## src/rms_pkg.sv

```systemverilog
// Shared types and constants for the robot mode sequencer.
// Used by rms_core and robot_mode_sequencer; no dependencies.
package rms_pkg;

    localparam logic [2:0] MODE_START   = 3'd0;
    localparam logic [2:0] MODE_CENTER  = 3'd1;
    localparam logic [2:0] MODE_STALL   = 3'd2;
    localparam logic [2:0] MODE_SEARCH  = 3'd3;
    localparam logic [2:0] MODE_REVERSE = 3'd4;
    localparam logic [2:0] MODE_CHASE   = 3'd5;

    localparam logic signed [7:0] DRIVE_STOP = 8'sd0;
    localparam logic signed [7:0] DRIVE_FAST = 8'sd75;
    localparam logic signed [7:0] DRIVE_BACK = -8'sd75;
    localparam logic signed [7:0] DRIVE_TURN = 8'sd30;

    localparam logic [1:0] REG_START_DELAY  = 2'd0;
    localparam logic [1:0] REG_REVERSE_TIME = 2'd1;
    localparam logic [1:0] REG_CENTER_TIME  = 2'd2;
    localparam logic [1:0] REG_DETECT_RANGE = 2'd3;

    localparam logic [15:0] START_DELAY_RST  = 16'd500;
    localparam logic [15:0] REVERSE_TIME_RST = 16'd500;
    localparam logic [15:0] CENTER_TIME_RST  = 16'd500;
    localparam logic [9:0]  DETECT_RANGE_RST = 10'd30;

    typedef struct packed {
        logic [31:0] now_ms;
        logic        line;
        logic [9:0]  dist_left;
        logic [9:0]  dist_right;
    } t_item;

    typedef struct packed {
        logic [15:0] start_delay_ms;
        logic [15:0] reverse_time_ms;
        logic [15:0] center_time_ms;
        logic [9:0]  detect_range;
    } t_cfg;

    typedef struct packed {
        logic [2:0]        mode;
        logic              wait_armed;
        logic [31:0]       wait_begin;
        logic              last_turn_right;
        logic signed [7:0] left_cmd;
        logic signed [7:0] right_cmd;
        logic              magnet;
    } t_state;

endpackage

```

## src/rms_core.sv

```systemverilog
// Mode state registers and the per-tick decision logic (one tick per step).
// Depends on rms_pkg.
module rms_core
    import rms_pkg::*;
(
    input  logic   i_clk,
    input  logic   i_rst_n,
    input  logic   i_step,
    input  t_item  i_item,
    input  t_cfg   i_cfg,
    output t_state o_state,
    output t_state o_next
);

    t_state      r_st;
    t_state      n_st;
    logic        det_l;
    logic        det_r;
    logic [31:0] elapsed;
    logic [15:0] span;
    logic        use_wait;
    logic        over;
    logic        fired;

    assign det_l   = i_item.dist_left  < i_cfg.detect_range;
    assign det_r   = i_item.dist_right < i_cfg.detect_range;
    assign elapsed = i_item.now_ms - r_st.wait_begin;
    assign over    = elapsed > {16'd0, span};
    assign fired   = use_wait && r_st.wait_armed && over;

    // Which wait span the current mode uses, and whether it polls the timer.
    always_comb begin
        span     = i_cfg.start_delay_ms;
        use_wait = 1'b0;
        case (r_st.mode)
            MODE_START: begin
                span     = i_cfg.start_delay_ms;
                use_wait = 1'b1;
            end
            MODE_CENTER: begin
                span     = i_cfg.center_time_ms;
                use_wait = !i_item.line;
            end
            MODE_REVERSE: begin
                span     = i_cfg.reverse_time_ms;
                use_wait = 1'b1;
            end
            default: begin
                span     = i_cfg.start_delay_ms;
                use_wait = 1'b0;
            end
        endcase
    end

    always_comb begin
        n_st = r_st;
        // shared timer: arm on first poll, disarm when it fires
        if (use_wait) begin
            if (!r_st.wait_armed) begin
                n_st.wait_armed = 1'b1;
                n_st.wait_begin = i_item.now_ms;
            end else if (over) begin
                n_st.wait_armed = 1'b0;
            end
        end
        case (r_st.mode)
            MODE_START: begin
                n_st.left_cmd  = DRIVE_STOP;
                n_st.right_cmd = DRIVE_STOP;
                if (fired) begin
                    n_st.mode = MODE_CENTER;
                end
            end
            MODE_CENTER: begin
                n_st.left_cmd  = DRIVE_FAST;
                n_st.right_cmd = DRIVE_FAST;
                if (i_item.line) begin
                    n_st.mode = MODE_REVERSE;
                end else if (fired) begin
                    n_st.left_cmd  = DRIVE_STOP;
                    n_st.right_cmd = DRIVE_STOP;
                    n_st.mode      = (det_l && det_r) ? MODE_CHASE : MODE_SEARCH;
                end
            end
            MODE_STALL: begin
                n_st.left_cmd  = DRIVE_STOP;
                n_st.right_cmd = DRIVE_STOP;
                n_st.magnet    = 1'b1;
            end
            MODE_SEARCH: begin
                if (i_item.line) begin
                    n_st.mode = MODE_STALL;
                end else if (det_l && det_r) begin
                    n_st.mode = MODE_CHASE;
                end else begin
                    if (det_r) begin
                        n_st.last_turn_right = 1'b1;
                    end else if (det_l) begin
                        n_st.last_turn_right = 1'b0;
                    end
                    if (n_st.last_turn_right) begin
                        n_st.left_cmd  = DRIVE_TURN;
                        n_st.right_cmd = -DRIVE_TURN;
                    end else begin
                        n_st.left_cmd  = -DRIVE_TURN;
                        n_st.right_cmd = DRIVE_TURN;
                    end
                end
            end
            MODE_REVERSE: begin
                n_st.left_cmd  = DRIVE_BACK;
                n_st.right_cmd = DRIVE_BACK;
                if (fired) begin
                    n_st.left_cmd  = DRIVE_STOP;
                    n_st.right_cmd = DRIVE_STOP;
                    n_st.mode      = MODE_SEARCH;
                end
            end
            MODE_CHASE: begin
                n_st.left_cmd  = DRIVE_FAST;
                n_st.right_cmd = DRIVE_FAST;
                if (i_item.line) begin
                    n_st.mode = MODE_REVERSE;
                end else if (!det_r || !det_l) begin
                    n_st.mode = MODE_SEARCH;
                end
            end
            default: begin
                n_st = r_st;
            end
        endcase
    end

    always_ff @(posedge i_clk) begin
        if (!i_rst_n) begin
            r_st.mode            <= MODE_START;
            r_st.wait_armed      <= 1'b0;
            r_st.wait_begin      <= 32'd0;
            r_st.last_turn_right <= 1'b1;
            r_st.left_cmd        <= DRIVE_STOP;
            r_st.right_cmd       <= DRIVE_STOP;
            r_st.magnet          <= 1'b0;
        end else if (i_step) begin
            r_st <= n_st;
        end
    end

    assign o_state = r_st;
    assign o_next  = n_st;

endmodule

```

## src/robot_mode_sequencer.sv

```systemverilog
// A request accepted into the input register is decided and loaded into the result register
// once the result register is empty or being taken; a held-off output holds it there.
// Throughput: one tick per cycle while the output is taken; the input register, the decision logic and the result
// register form one pass, and the next tick needs only the state this one writes.
// Reset (synchronous, active low) returns the mode to start, disarms the wait timer,
// zeroes the motor commands and magnet, and loads the register defaults.
module robot_mode_sequencer
    import rms_pkg::*;
(
    input  logic              i_clk,
    input  logic              i_rst_n,
    input  logic              i_valid,
    output logic              o_ready,
    input  logic [31:0]       i_now_ms,
    input  logic              i_line_front_a,
    input  logic              i_line_front_b,
    input  logic [9:0]        i_dist_left,
    input  logic [9:0]        i_dist_right,
    output logic              o_valid,
    input  logic              i_ready,
    output logic signed [7:0] o_drive_left,
    output logic signed [7:0] o_drive_right,
    output logic              o_magnet_on,
    output logic [2:0]        o_mode_now,
    input  logic              i_cfg_valid,
    output logic              o_cfg_ready,
    input  logic [1:0]        i_cfg_index,
    input  logic [15:0]       i_cfg_data
);

    t_cfg   r_cfg;
    logic   r_in_valid;
    t_item  r_in;
    logic   r_out_valid;
    t_state r_out;
    t_state core_state;
    t_state core_next;
    logic   advance;

    assign o_cfg_ready = 1'b1;
    assign advance     = r_in_valid && (!r_out_valid || i_ready);
    assign o_ready     = !r_in_valid || advance;

    always_ff @(posedge i_clk) begin
        if (!i_rst_n) begin
            r_cfg.start_delay_ms  <= START_DELAY_RST;
            r_cfg.reverse_time_ms <= REVERSE_TIME_RST;
            r_cfg.center_time_ms  <= CENTER_TIME_RST;
            r_cfg.detect_range    <= DETECT_RANGE_RST;
        end else if (i_cfg_valid) begin
            case (i_cfg_index)
                REG_START_DELAY:  r_cfg.start_delay_ms  <= i_cfg_data;
                REG_REVERSE_TIME: r_cfg.reverse_time_ms <= i_cfg_data;
                REG_CENTER_TIME:  r_cfg.center_time_ms  <= i_cfg_data;
                REG_DETECT_RANGE: r_cfg.detect_range    <= i_cfg_data[9:0];
                default:          r_cfg                 <= r_cfg;
            endcase
        end
    end

    always_ff @(posedge i_clk) begin
        if (!i_rst_n) begin
            r_in_valid <= 1'b0;
        end else if (o_ready) begin
            r_in_valid <= i_valid;
        end
    end

    always_ff @(posedge i_clk) begin
        if (i_valid && o_ready) begin
            r_in.now_ms     <= i_now_ms;
            r_in.line       <= i_line_front_a | i_line_front_b;
            r_in.dist_left  <= i_dist_left;
            r_in.dist_right <= i_dist_right;
        end
    end

    rms_core u_core (
        .i_clk   (i_clk),
        .i_rst_n (i_rst_n),
        .i_step  (advance),
        .i_item  (r_in),
        .i_cfg   (r_cfg),
        .o_state (core_state),
        .o_next  (core_next)
    );

    always_ff @(posedge i_clk) begin
        if (!i_rst_n) begin
            r_out_valid <= 1'b0;
        end else if (advance) begin
            r_out_valid <= 1'b1;
        end else if (i_ready) begin
            r_out_valid <= 1'b0;
        end
    end

    always_ff @(posedge i_clk) begin
        if (advance) begin
            r_out <= core_next;
        end
    end

    assign o_valid       = r_out_valid;
    assign o_drive_left  = r_out.left_cmd;
    assign o_drive_right = r_out.right_cmd;
    assign o_magnet_on   = r_out.magnet;
    assign o_mode_now    = r_out.mode;

`ifndef NO_ASSERTIONS
    // once energized, the magnet stays on until reset
    a_magnet_sticky: assert property (@(posedge i_clk) disable iff (!i_rst_n)
        core_state.magnet |=> core_state.magnet)
        else $error("magnet dropped without reset");

    // a tick spent in stall energizes the magnet
    a_stall_magnet: assert property (@(posedge i_clk) disable iff (!i_rst_n)
        (advance && core_state.mode == MODE_STALL) |=> core_state.magnet)
        else $error("stall tick left the magnet off");

    // an empty result register never holds back the input side
    a_no_false_stall: assert property (@(posedge i_clk) disable iff (!i_rst_n)
        !o_valid |-> o_ready)
        else $error("input stalled while result register empty");

    // the state advances only when a result is loaded
    a_state_hold: assert property (@(posedge i_clk) disable iff (!i_rst_n)
        !advance |=> $stable(core_state))
        else $error("state changed without a request");
`endif

endmodule

```

## config.mk

```make
export PLATFORM = sky130hd
export DESIGN_NAME = robot_mode_sequencer
export DESIGN_NICKNAME = d
export VERILOG_FILES = /design/src/rms_pkg.sv /design/src/rms_core.sv /design/src/robot_mode_sequencer.sv
export SDC_FILE = /design/constraint.sdc
export NUM_CORES = 1
export LEC_CHECK = 0
export BUFFER_PORTS_ARGS = -buffer_cell sky130_fd_sc_hd__buf_2
export CAP_MARGIN = 20
export CORE_ASPECT_RATIO = 1.75
export CORE_MARGIN = 5
export CORE_UTILIZATION = 55
export CTS_CLUSTER_DIAMETER = 40
export DETAILED_ROUTE_END_ITERATION = 7
export PLACE_DENSITY = 0.83
export SYNTH_ARGS = -nofsm -noshare
export SYNTH_HDL_FRONTEND = slang
export SYNTH_HIERARCHICAL = 1
export SYNTH_SLANG_ARGS = --single-unit
```

## constraint.sdc

```tcl
create_clock -name i_clk -period 7.83 [get_ports i_clk]
set_input_delay 0 -clock i_clk [delete_from_list [all_inputs] [get_ports i_clk]]
set_output_delay 0 -clock i_clk [all_outputs]
set_load 0.01 [all_outputs]
```

; Word level (Yosys, flattened, before mapping)
; Cells that the tools add are included.
[totals]
wordCells = 92
register_bits = 187
input_bits = 77
[op_classes]
n_lt_le_gt_ge = 3
n_reduce_logical = 26
n_mux = 29
n_addsub = 1
n_eq_ne = 8
n_bitwise = 4
[op_table]
columns = operator, n
row1 = 2-to-1 mux 16 bit, 5
row2 = case mux 16 bit (5 select lines), 1
row3 = > comparator 32 x 16 -> 1 bit, 1
row4 = case mux 16 bit (2 select lines), 1
row5 = subtractor 32 bit, 1
row6 = 2-to-1 mux 3 bit, 9
row7 = < comparator 10 bit, 2
row8 = 2-to-1 mux 15 bit, 1
row9 = case mux 3 bit (5 select lines), 1
row10 = 2-to-1 mux 1 bit, 10
row11 = AND reduction 2 bit, 4
row12 = AND reduction 4 bit, 2
row13 = equality test 3 x 2 -> 1 bit (second input constant), 2
row14 = equality test 3 bit (second input constant), 2
row15 = OR reduction 6 bit, 1
row16 = logical AND 1 bit, 5
row17 = zero test 1 bit, 5
row18 = equality test 2 bit (second input constant), 2
row19 = OR reduction 2 bit, 2
row20 = equality test 3 x 1 -> 1 bit (second input constant), 1
row21 = zero test 3 bit, 1
row22 = logical OR 1 bit, 3
row23 = inverter 1 bit, 3
row24 = AND reduction 3 bit, 1
row25 = 5 further kinds, 5

; Longest topological paths before layout
; Gate-level depths: netlist of the first run.
[depth]
depth_word = 10
mapped_depth = 22

; By module
; The synthesis of the first run kept the hierarchy.
[by_module_without_submodules]
columns = module, n_inst, area_per_inst_um2, cells_each, seq_area_each_um2
row1 = rms_core, 1, 6434.9, 895, 1081.0
row2 = robot_mode_sequencer, 1, 4533.1, 302, 3393.3

; Worst setup path after synthesis of the first run
; No wires, ideal clock.
[synth_path]
path_kind = register -> register
from = register r_in[21] (netlist bit)
to = register r_out (netlist bit o_mode_now[1]), data pin
path_stages_with_launch = 22
period_less_slack_ns = 4.350
path_buffers = 1
path_slack_ns = 3.480
t_arrival_ns = 4.094
cell_sequence = edfxtp_1 -> inv_1 -> ha_1 -> fa_1 -> nor2b_1 -> o2111ai_1 -> nand2_1 -> a21oi_1 -> o31ai_1 -> a21oi_1 -> xnor2_1 -> ha_1 -> nand4_1 -> nor4_1 -> nand3_1 -> a21oi_1 -> nand4_1 -> nand4b_1 -> o31ai_4 -> buf_6 -> o21bai_1 -> a31o_2
[synth_rtl]
columns = element, line
row1 = "start, declared", robot_mode_sequencer.sv:33  ; t_item r_in;
row2 = "end signal, assigned", robot_mode_sequencer.sv:100  ; r_out <= core_next;
row3 = "end, declared", robot_mode_sequencer.sv:35  ; t_state r_out;

==> results of run 1 <==
==> cells in the final DEF, fill, tap and decap left out, types with 8 or more instances in the layout <==
master,netlist,routed
a211oi_1,15,15
o31ai_1,8,8
o21ai_0,76,76
a31oi_1,14,14
a21o_1,17,17
a21oi_1,97,96
a22o_1,15,15
mux2i_1,64,64
nor2b_1,32,31
dlygate4sd3_1,0,77
dfxtp_1,114,114
nor3_1,21,19
o211a_1,31,31
o211ai_1,12,12
nand4_1,16,16
clkbuf_16,0,18
inv_1,67,67
nor2_1,46,45
edfxtp_1,73,73
o21a_1,13,13
ha_1,65,65
buf_2,8,97
xnor2_1,12,12
buf_4,7,9
nand2_1,166,166
nand3_1,25,25
==> tightest hold or removal path, delay by kind of cell <==
kind	cells	cell delay, ps
buffers and inverters	1	140
muxes	1	150
and+or+nand+nor	1	280
==> area by class of cell <==
class | instances | area (µm²) | share of cell area
multi-input combinational | 874 | 5890 | 0.461
clock buffer | 22 | 465 | 0.0364
clock inverter | 10 | 68.8 | 0.00538
timing repair buffer | 183 | 1320 | 0.104
tap | 245 | 307 | 0.0240
inverter | 67 | 251 | 0.0197
sequential | 187 | 4470 | 0.350
==> through the flow <==
| step | std cells | worst slack, ps | hold WS [ps] |
|---|---|---|---|
| after floorplan | 1197 | 3480 | 98.9 |
| after global placement | 1478 | 2720 | 176 |
| after detailed placement | 1478 | 2610 | 178 |
| after CTS | 1587 | 2560 | 131 |
| after global routing | 1588 | 2030 | 167 |
| final | 1588 | 2480 | 170 |
==> power breakdown <==
group	internal, mW	switching [mW]
clock network	0.426	0.382
registers	1.06	0.0239
logic	0.227	0.336
==> routing by layer <==
metal,track usage,vias up
met2,0.489,316
li1,-,4641
met3,0.0387,99
met1,0.265,4577
met4,0.149,0
met5,0,-
==> state kept, by name (all words and copies together) (netlist names) <==
signal          cells
o_drive_left        8
o_drive_right       8
o_magnet_on         1
o_mode_now          3
o_valid             1
r_cfg              58
r_in               53
r_in_valid          1
u_core/o_state     54
==> how the worst max path moves through the flow <==
stage	start	slack [ps]	to
detailed placement	u_core/o_state[52]	2610	o_drive_left[0]
global route	u_core/o_state[52]	2030	o_drive_right[0]
global placement	u_core/o_state[52]	2720	o_drive_left[0]
finish	u_core/o_state[52]	2480	o_drive_left[0]
CTS	u_core/o_state[52]	2560	o_drive_left[0]
floorplan	r_in[21]	3480	o_mode_now[1]
==> what timing repair did <==
item,in CTS,in global routing
resized for setup,0,0
endpoints found under the hold margin,114,0
endpoints found under the setup margin,0,0
hold buffers,77,0
==> cells by family after synthesis <==
| group | Yosys count |
|---|---|
| AND/OR/NAND/NOR | 362 |
| AO/OA/AOI/OAI | 360 |
| flip-flops | 187 |
| buffers and inverters | 136 |
| multiplexers | 67 |
| adder cells (fa/ha/maj) | 66 |
| XOR/XNOR | 18 |
| other | 1 |
==> synth_stat cells, drive strengths merged (13+ instances only) <==
| cell | n | area, µm² |
|---|---|---|
| o21a | 13 | 97.6 |
| o211a | 31 | 310 |
| dfxtp | 114 | 2280 |
| nor2b | 32 | 200 |
| a21o | 18 | 136 |
| a21oi | 97 | 485 |
| clkbuf | 44 | 195 |
| o21ai | 79 | 395 |
| nor3 | 21 | 105 |
| a22o | 15 | 131 |
| a211oi | 15 | 113 |
| a31oi | 14 | 87.6 |
| nor2 | 47 | 179 |
| mux2i | 64 | 641 |
| nand4 | 17 | 113 |
| ha | 65 | 813 |
| inv | 67 | 251 |
| nand3 | 25 | 125 |
| nand2 | 167 | 629 |
| buf | 25 | 191 |
| edfxtp | 73 | 2190 |
==> metrics.md, run 1 <==
| Metric | Value |
|---|---|
| Synth cell types | 90 |
| Status | complete, no violations |
| Hold Path Class | in -> reg |
| Max-Cap Viols | 0 |
| Avg Vias per Cell | a little over 6 |
| Worst setup SP type | flip-flop |
| IO buf count | between 90 and 100 |
| Clock Tree Buf Depth | 2 |
| CTS tree | done |
| Clock Latency Late Sink | roughly 450 ps |
| CP Max Fanout | 23 |
| Final net count | approximately 1,500 |
| Wire length per cell | 18.6 µm |
| R2r setup slk | 2480 ps |
| CP top delay family | simple AND/OR/NAND/NOR gates |
| Crit Path Class | reg -> reg |
| Worst path cell trace | nor3_2 -> buf_4 -> nor2_1 -> a21oi_1 -> ha_1 -> nand4_1 -> nor4_1 -> nand3_1 -> a21oi_1 -> nand4_1 -> nand4b_1 -> o31ai_4 -> a21oi_1 -> o32ai_1 |
| Initial Utilization | 0.558 |
| Max-slew violations | 0 |
| Number of flops mapped to enable cells by yosys | between 70 and 80 |
| Clock sink total | 187 |
| Final Util | 0.650 |
| Worst slew pin tran | 1130 ps |
| Final Hold Viols | 0 |
| DRT Pass-1 Iters | 8 |
| Net Count, Synth | 1,340 |
| DR DRC count | 0 |
| Largest family of logic cells by synthesized area | compound AO/OA/AOI/OAI gates |
| Layout cells sized above 1 | 0.125 |
| GP Congestion | 0.952 |
| R2r endpoint | o_drive_left[0] |
| Most used DFF post-synth | dfxtp_1 |
| All-Layer GR Usage | 0.261 |
| Cell depth of the worst flop-to-flop path | 14 |
| Pleak | 5.51 nW |
| Post-synthesis sequential area ratio | 0.408 |
| Detailed Place HPWL | a little over 20 mm |
| Pwr Total | 2.45 mW |
| Fill cells | approximately 1,600 |
| Largest net degree at the start of global routing | 71 |
| CP arrival | 5610 ps |
| Post-Syn Area | roughly 0.011 mm² |
| Final wirelength | 29.6 mm |
| Worst hold path endpoint | r_cfg[5] |
| Worst path slowest cell | dfxtp_1 |
| Slew HR | 0.247 |
| Postcts setup bufs | 0 |
| Final instance area | around 0.013 mm² |
| Io pins | 100 |
| Area delta synth->final | 16.5% |
| Metal2 WL | between 15 and 20 mm |
| RSZ-0062 raised after global routing | false |
| Ant. Diodes | 0 |
| Clock-pin slew on the worst setup and hold paths | 70 ps |
| Die Area | 0.0230 mm² |
| Antenna violations before repair | 0 |
| Post-synthesis adder-cell area fraction | 0.0760 |
| Async set-reset flop share out of synthesis | 0 |
| Area post-placement | 0.0115 mm² |
| Worst path depth | 14 |
| Iteration-0 DRC Markers | 642 |
| Post-Syn Area per Cell | 9.16 µm² |
| Max frequency | 187 MHz |
| Worst hold path stage count | 3 |
| Setup TNS | 0 ps |
| Number of buffers created by CTS | 17 |
| Highest Signal Layer | met4 |
| Xor/xnor share of the synthesized area | 0.0144 |
| WL met1 | ~11 mm |
| Vias in the first global route | slightly below 10,000 |
| Congestion Overflow GR | 0 |
| Synth Area in Compound Gates | 0.222 |
| Syn. warnings | 6 |
| Post-synthesis mux area share | 0.0615 |
| Die height | 197 µm |
| Period utilization | 0.683 |
| Die width | 117 µm |
| Clock skew | 10.7 ps |
| WP data required | 8090 ps |
| Mapped Cells | ~1,200 |
| Core ar. | between 0.015 and 0.02 mm² |
| Crit path top cell by count | a21oi_1 |
| Hold path start | i_cfg_index[1] |
| CP max stage delay | between 800 and 900 ps |
| CP bufs+invs | 1 |
| P per Cell Area | 192 mW/mm² |
| Min Tclk post-route | 5350 ps |
| Global-route wire length before repair | 47.5 mm |
| Simple-gate area share of the yosys netlist | 0.160 |
| Final setup violating endpoints | 0 |
| Placement row count | 68 |
| Root Buffer | clkbuf_16 |
| FF+latch count, synth | approximately 190 |
| # H-tree levels | 4 |
| Worst reg2reg startpoint | u_core/o_state[52] |
| DR WL met3 | 1.24 mm |
| Crit. End Element | flip-flop |
| Peak supply drop | approximately 0.0002 V |
| Post-route ant nets | 0 |
| Via count | 9,633 |
(Power assumes the default switching activity.)
==> inputs of run 2 (changes only) <==
PLACE_DENSITY = 0.86   (was 0.83)
clock period = 4.7 ns   (was 7.83 ns; I/O delays follow)
==> metrics.md, run 2 (synthesis gave the netlist of run 1 again) <==
| Metric | Value |
|---|---|
| Clock-pin slew on the worst setup and hold paths | 70 ps (about the same) |
| Worst path slowest cell | a2111oi_0 |
| WL met1 | 10.6 mm (+0.75%) |
| Highest Signal Layer | met4 |
| Root Buffer | clkbuf_16 |
| Wire length per cell | 18.8 µm (+0.99%) |
| GP Congestion | 0.954 (+0.23%) |
| Slew HR | 0.294 (+0.0471) |
| Largest register by flop count | r_cfg |
| Core ar. | 0.0197 mm² (unchanged) |
| Io pins | 100 (unchanged) |
| DR WL met3 | 1.50 mm (+21%) |
| Final Hold Viols | 0 (unchanged) |
| Max-slew violations | 0 (unchanged) |
| Worst slew pin tran | 1060 ps (-67.2 ps) |
| CTS tree | done |
| Antenna violations before repair | 0 (unchanged) |
| CP Max Fanout | 3 (-87%) |
| Worst reg2reg startpoint | r_in[21] |
| Avg Vias per Cell | 6.12 (+0.86%) |
| RSZ-0062 raised after global routing | true |
| Pleak | 5.67 nW (+2.9%) |
| Max frequency | 220 MHz (+18%) |
| Metal2 WL | 16.6 mm (+1.3%) |
| Peak supply drop | 0.000344 V (+76%) |
| Final Util | 0.666 (+0.0160) |
| Hold Path Class | in -> reg |
| Pwr Total | 4.19 mW (+71%) |
| Status | complete, no violations |
| Hold_ws | 132 ps (-38.1 ps) |
| CP arrival | 4830 ps (-780 ps) |
| Max FFs per register | 58 (unchanged) |
| Initial Utilization | 0.558 (unchanged) |
| Die Area | 0.0230 mm² (unchanged) |
| Worst path cell trace | inv_1 -> ha_1 -> fa_2 -> nor2b_2 -> o2111ai_1 -> nand2_1 -> a21oi_2 -> o21bai_1 -> a21oi_1 -> xnor2_1 -> ha_1 -> nand4_1 -> nor4_2 -> buf_4 -> a21oi_1 -> nand4_1 -> buf_4 -> a21oi_1 -> nand4b_1 -> nor4bb_1 -> buf_4 -> a2111oi_0 -> o21ba_2 -> a311oi_2 |
| Post-route ant nets | 0 (unchanged) |
| WP data required | 4990 ps (-3100 ps) |
| Final wirelength | 30.4 mm (+2.6%) |
| DRT Pass-1 Iters | 5 (-3) |
| Clock Tree Buf Depth | 2 (unchanged) |
| IO buf count | 98 (unchanged) |
| Placed cell count | 1,496 (+1.2%) |
| Clock Latency Late Sink | 440 ps (about the same) |
| Setup crit start | r_in[21] |
| Crit. End Element | flip-flop |
| Hold path start | i_cfg_index[1] |
| Placement row count | 68 (unchanged) |
| Min Tclk post-route | 4540 ps (-806 ps) |
| Layout cells sized above 1 | 0.154 (+0.0290) |
| Ant. Diodes | 0 (unchanged) |
| Vias in the first global route | 9,881 (+0.60%) |
| Die height | 197 µm (unchanged) |
| Congestion Overflow GR | 0 (unchanged) |
| CP max stage delay | 670 ps (-160 ps) |
| Via count | 9,875 (+2.5%) |
| Final net count | 1,499 (+1.8%) |
| DR DRC count | 0 (unchanged) |
| Global-route wire length before repair | 48.0 mm (+1.0%) |
| Max-Cap Viols | 0 (unchanged) |
| # H-tree levels | 4 (unchanged) |
| Largest net degree at the start of global routing | 93 (+31%) |
| Number of buffers created by CTS | 17 (unchanged) |
| Final cell count without fillers | 1,614 (+1.6%) |
| Most common cell after layout, fill and taps aside | nand2_1 |
| Commonest cells after routing, fill and taps aside | nand2_1 (166), dfxtp_1 (113), buf_2 (97) |
| Period utilization | 0.966 (+0.283) |
| Clock skew | 13.7 ps (+2.95 ps) |
| P per Cell Area | 320 mW/mm² (+67%) |
| Final setup violating endpoints | 0 (unchanged) |
| Die width | 117 µm (unchanged) |
| Iteration-0 DRC Markers | 712 (+11%) |
| Area delta synth->final | 19.4% |
| Detailed Place HPWL | 20.1 mm (-0.22%) |
| All-Layer GR Usage | 0.263 (+0.00208) |
| Worst setup SP type | flip-flop |
| Crit Path Class | reg -> reg |
| Clock sink total | 187 (unchanged) |
## run 2: per-layer routing
layer	vias to the layer above	track usage
met1	4689	0.270
met4	0	0.145
li1	4690	-
met2	378	0.487
met5	-	0
met3	118	0.0470
## run 2: area by class of cell
cell class / count / area, µm²
Clock buffer: 23 / 490
Inverter: 67 / 251
Timing Repair Buffer: 209 / 1540
Clock inverter: 9 / 72.6
Tap cell: 245 / 307
Sequential cell: 187 / 4480
Fill cell: 1481 / 6560
Multi-Input combinational cell: 874 / 5960
## run 2: metrics by stage
stage / TNS (ps) / area (µm²) / setup WS [ps]
final: 0 / 13100 / 158
after global routing: -493 / 13100 / -85.2
after CTS: 0 / 12900 / 34.0
after detailed placement: -135 / 11600 / -49.2
after global placement: 0 / 11600 / 116
after floorplan: 0 / 11000 / 350
## run 2: path summary, 6_finish.rpt
check                           cells past startpoint  slack (ps)           endpoint
worst max-delay path                               24         160  u_core/o_state[2]
worst min-delay path                                3         130           r_cfg[4]
worst max register to register                     24         160  u_core/o_state[2]
worst min register to register                      2         460          r_cfg[24]
## run 2: critical path, delay by kind of cell, from the launching register on
| family | cells | cell delay, ps |
|---|---|---|
| xor+xnor | 1 | 150 |
| simple gates | 7 | 1030 |
| fa+ha+maj | 3 | 890 |
| flops | 1 | 360 |
| buf+inv | 4 | 440 |
| compound gates | 9 | 1510 |
## run 2: timing repair
action | CTS | global route
hold endpoints to repair | 136 | 0
resized for setup | 1 | 16
pin swaps | 1 | 13
setup endpoints to repair | 14 | 38
hold buffers | 76 | 0
setup buffers | 0 | 9
## run 2: power by group
group,internal [mW],switching [mW],total (mW)
sequential,1.76,0.0378,1.80
clock,0.752,0.650,1.40
combinational,0.409,0.576,0.985
total,2.93,1.26,4.19
==> inputs of run 3 (changes only) <==
--- a/config.mk
+++ b/config.mk
@@ -11,5 +11,5 @@
 export CORE_MARGIN = 5
 export CORE_UTILIZATION = 55
-export CTS_CLUSTER_DIAMETER = 40
+export CTS_CLUSTER_DIAMETER = 30
 export DETAILED_ROUTE_END_ITERATION = 7
 export PLACE_DENSITY = 0.86
==> constraint.sdc (replaced) <==
create_clock -name i_clk -period 4.7 [get_ports i_clk]
set_input_delay 0.94 -clock i_clk [delete_from_list [all_inputs] [get_ports i_clk]]
set_output_delay 0.94 -clock i_clk [all_outputs]
set_load 0.01 [all_outputs]
==> metrics.md, run 3 (synthesis gave the netlist of run 1 again) <==
| Metric | Value |
|---|---|
| Status | complete, no violations |
| Pwr Total | 4.18 mW (-0.27%) |
| Ant. Diodes | 0 (unchanged) |
| Placed cell count | 1,497 (+0.067%) |
| Placement row count | 68 (unchanged) |
| WP data required | 4970 ps (-20 ps) |
| Max-Cap Viols | 0 (unchanged) |
| Clock Tree Buf Depth | 2 (unchanged) |
| IO buf count | 98 (unchanged) |
| DRT Pass-1 Iters | 7 (+2) |
| Hold-fix buffer count after cts | 0 (-100%) |
| GP Congestion | 0.959 (+0.51%) |
| Final cell count without fillers | 1,536 (-4.8%) |
| Congestion Overflow GR | 0 (unchanged) |
| Final Hold Viols | 0 (unchanged) |
| Worst slew pin tran | 1130 ps (+75.9 ps) |
| P per Cell Area | 337 mW/mm² (+5.2%) |
| Setup TNS | 0 ps (unchanged) |
| Peak supply drop | 0.000299 V (-13%) |
| CP Max Fanout | 6 (+3) |
| Io pins | 100 (unchanged) |
| Via count | 9,461 (-4.2%) |
| Die width | 117 µm (unchanged) |
| Final wirelength | 28.0 mm (-7.8%) |
| WL met1 | 10.0 mm (-5.6%) |
| Final WS setup | 91.6 ps (-66.0 ps) |
| Core ar. | 0.0197 mm² (unchanged) |
| Vias in the first global route | 9,445 (-4.4%) |
| Clock skew | 10.8 ps (-2.89 ps) |
| Crit. End Element | flip-flop |
| Detailed Place HPWL | 20.4 mm (+1.2%) |
| RSZ-0062 raised after global routing | true |
| Max frequency | 217 MHz (-1.4%) |
| Clock Latency Late Sink | 440 ps (about the same) |
| Max-slew violations | 0 (unchanged) |
| Commonest cells after routing, fill and taps aside | nand2_1 (165), dfxtp_1 (114), buf_2 (97) |
| Area delta synth->final | 13.2% |
| Pleak | 5.37 nW (-5.2%) |
| Iteration-0 DRC Markers | 674 (-5.3%) |
| Largest net degree at the start of global routing | 67 (-28%) |
| DR DRC count | 0 (unchanged) |
| Root Buffer | clkbuf_16 |
| Avg Vias per Cell | 6.16 (+0.67%) |
| Die Area | 0.0230 mm² (unchanged) |
| Number of buffers created by CTS | 17 (unchanged) |
| Worst setup SP type | flip-flop |
| Wire length per cell | 18.2 µm (-3.1%) |
| Most common cell after layout, fill and taps aside | nand2_1 |
| Metal2 WL | 15.1 mm (-8.7%) |
| Hold Path Class | reg -> reg |
| Highest Signal Layer | met4 |
| DR WL met3 | 1.41 mm (-5.7%) |
| Clock sink total | 187 (unchanged) |
| Final setup violating endpoints | 0 (unchanged) |
| Slew HR | 0.242 (-0.0529) |
| Global-route wire length before repair | 44.8 mm (-6.7%) |
| Min Tclk post-route | 4610 ps (+66.0 ps) |
| Period utilization | 0.981 (+0.0140) |
| Max FFs per register | 58 (unchanged) |
| Layout cells sized above 1 | 0.172 (+0.0178) |
| Antenna violations before repair | 0 (unchanged) |
| # H-tree levels | 4 (unchanged) |
| Post-route ant nets | 0 (unchanged) |
| CP arrival | 4880 ps (+50 ps) |
| All-Layer GR Usage | 0.244 (-0.0191) |
| Initial Utilization | 0.558 (unchanged) |
| Final net count | 1,421 (-5.2%) |
| Largest register by flop count | r_cfg |
| Crit Path Class | reg -> reg |
| CTS tree | done |
| Pre-CTS WS | -156 ps (-107 ps) |
| Clock-pin slew on the worst setup and hold paths | 70 ps (about the same) |
| Die height | 197 µm (unchanged) |
| Final Util | 0.632 (-0.0346) |
run 3: cell types whose count changed in the layout (fill, tap and decap cells not counted), sizes merged:
cell / delta
dlygate4sd3: -76
clkinv: +4
clkbuf: -3
inv: -3
buf: -2
bufinv: +2
run 3: path summary, 6_finish.rpt:
path | start | end | slack [ps] | cells past startpoint
hold / removal | r_cfg[27] | r_cfg[27] | 460 | 2
setup / recovery | r_in[21] | o_drive_left[0] | 90 | 21
hold reg to reg | r_cfg[27] | r_cfg[27] | 460 | 2
setup reg to reg | r_in[21] | o_drive_left[0] | 90 | 21
run 3: report_power, final:
group | internal (mW) | switching (mW)
Combinational | 0.364 | 0.567
Clock | 0.805 | 0.640
Sequential | 1.76 | 0.0371
run 3: layer usage:
metal	vias to the layer above	global-route usage
li1	4519	-
met1	4479	0.257
met2	353	0.449
met3	110	0.0406
met4	0	0.130
met5	-	0
run 3: final cells by class:
cell class / instances / area, µm²
clock buffers: 20 / 447
clock inverters: 12 / 138
fillers: 1617 / 7240
inverters: 67 / 251
multi-input cells: 874 / 6050
flip-flops and latches: 187 / 4470
well taps: 245 / 307
repair buffers: 131 / 748
run 3: per-stage QoR:
stage	instance area [µm²]	hold WS (ps)
floorplan	11000	432
global placement	11600	443
detailed placement	11600	450
CTS	12200	462
global route	12400	481
finish	12400	462
run 3: repair_timing:
item                                    CTS  global route
setup buffers                             1             5
endpoints found under the setup margin   32            35
resized for setup                         1            43
pin swaps                                 2            25
cloned                                    0             1
run 3: worst max-delay path: stages (launching register included):
cell	delay, ps
edfxtp_1	360
inv_1	50
ha_2	200
fa_2	420
nor2b_4	130
o2111ai_2	160
nand2_2	140
a21oi_4	70
o31ai_1	240
a21oi_1	120
xnor2_1	150
ha_1	270
nand4_1	190
nor4_4	350
nand3_2	120
a21oi_2	130
nand4_1	80
nand4b_1	290
o31ai_4	440
buf_6	200
nor2_4	60
o32ai_2	250
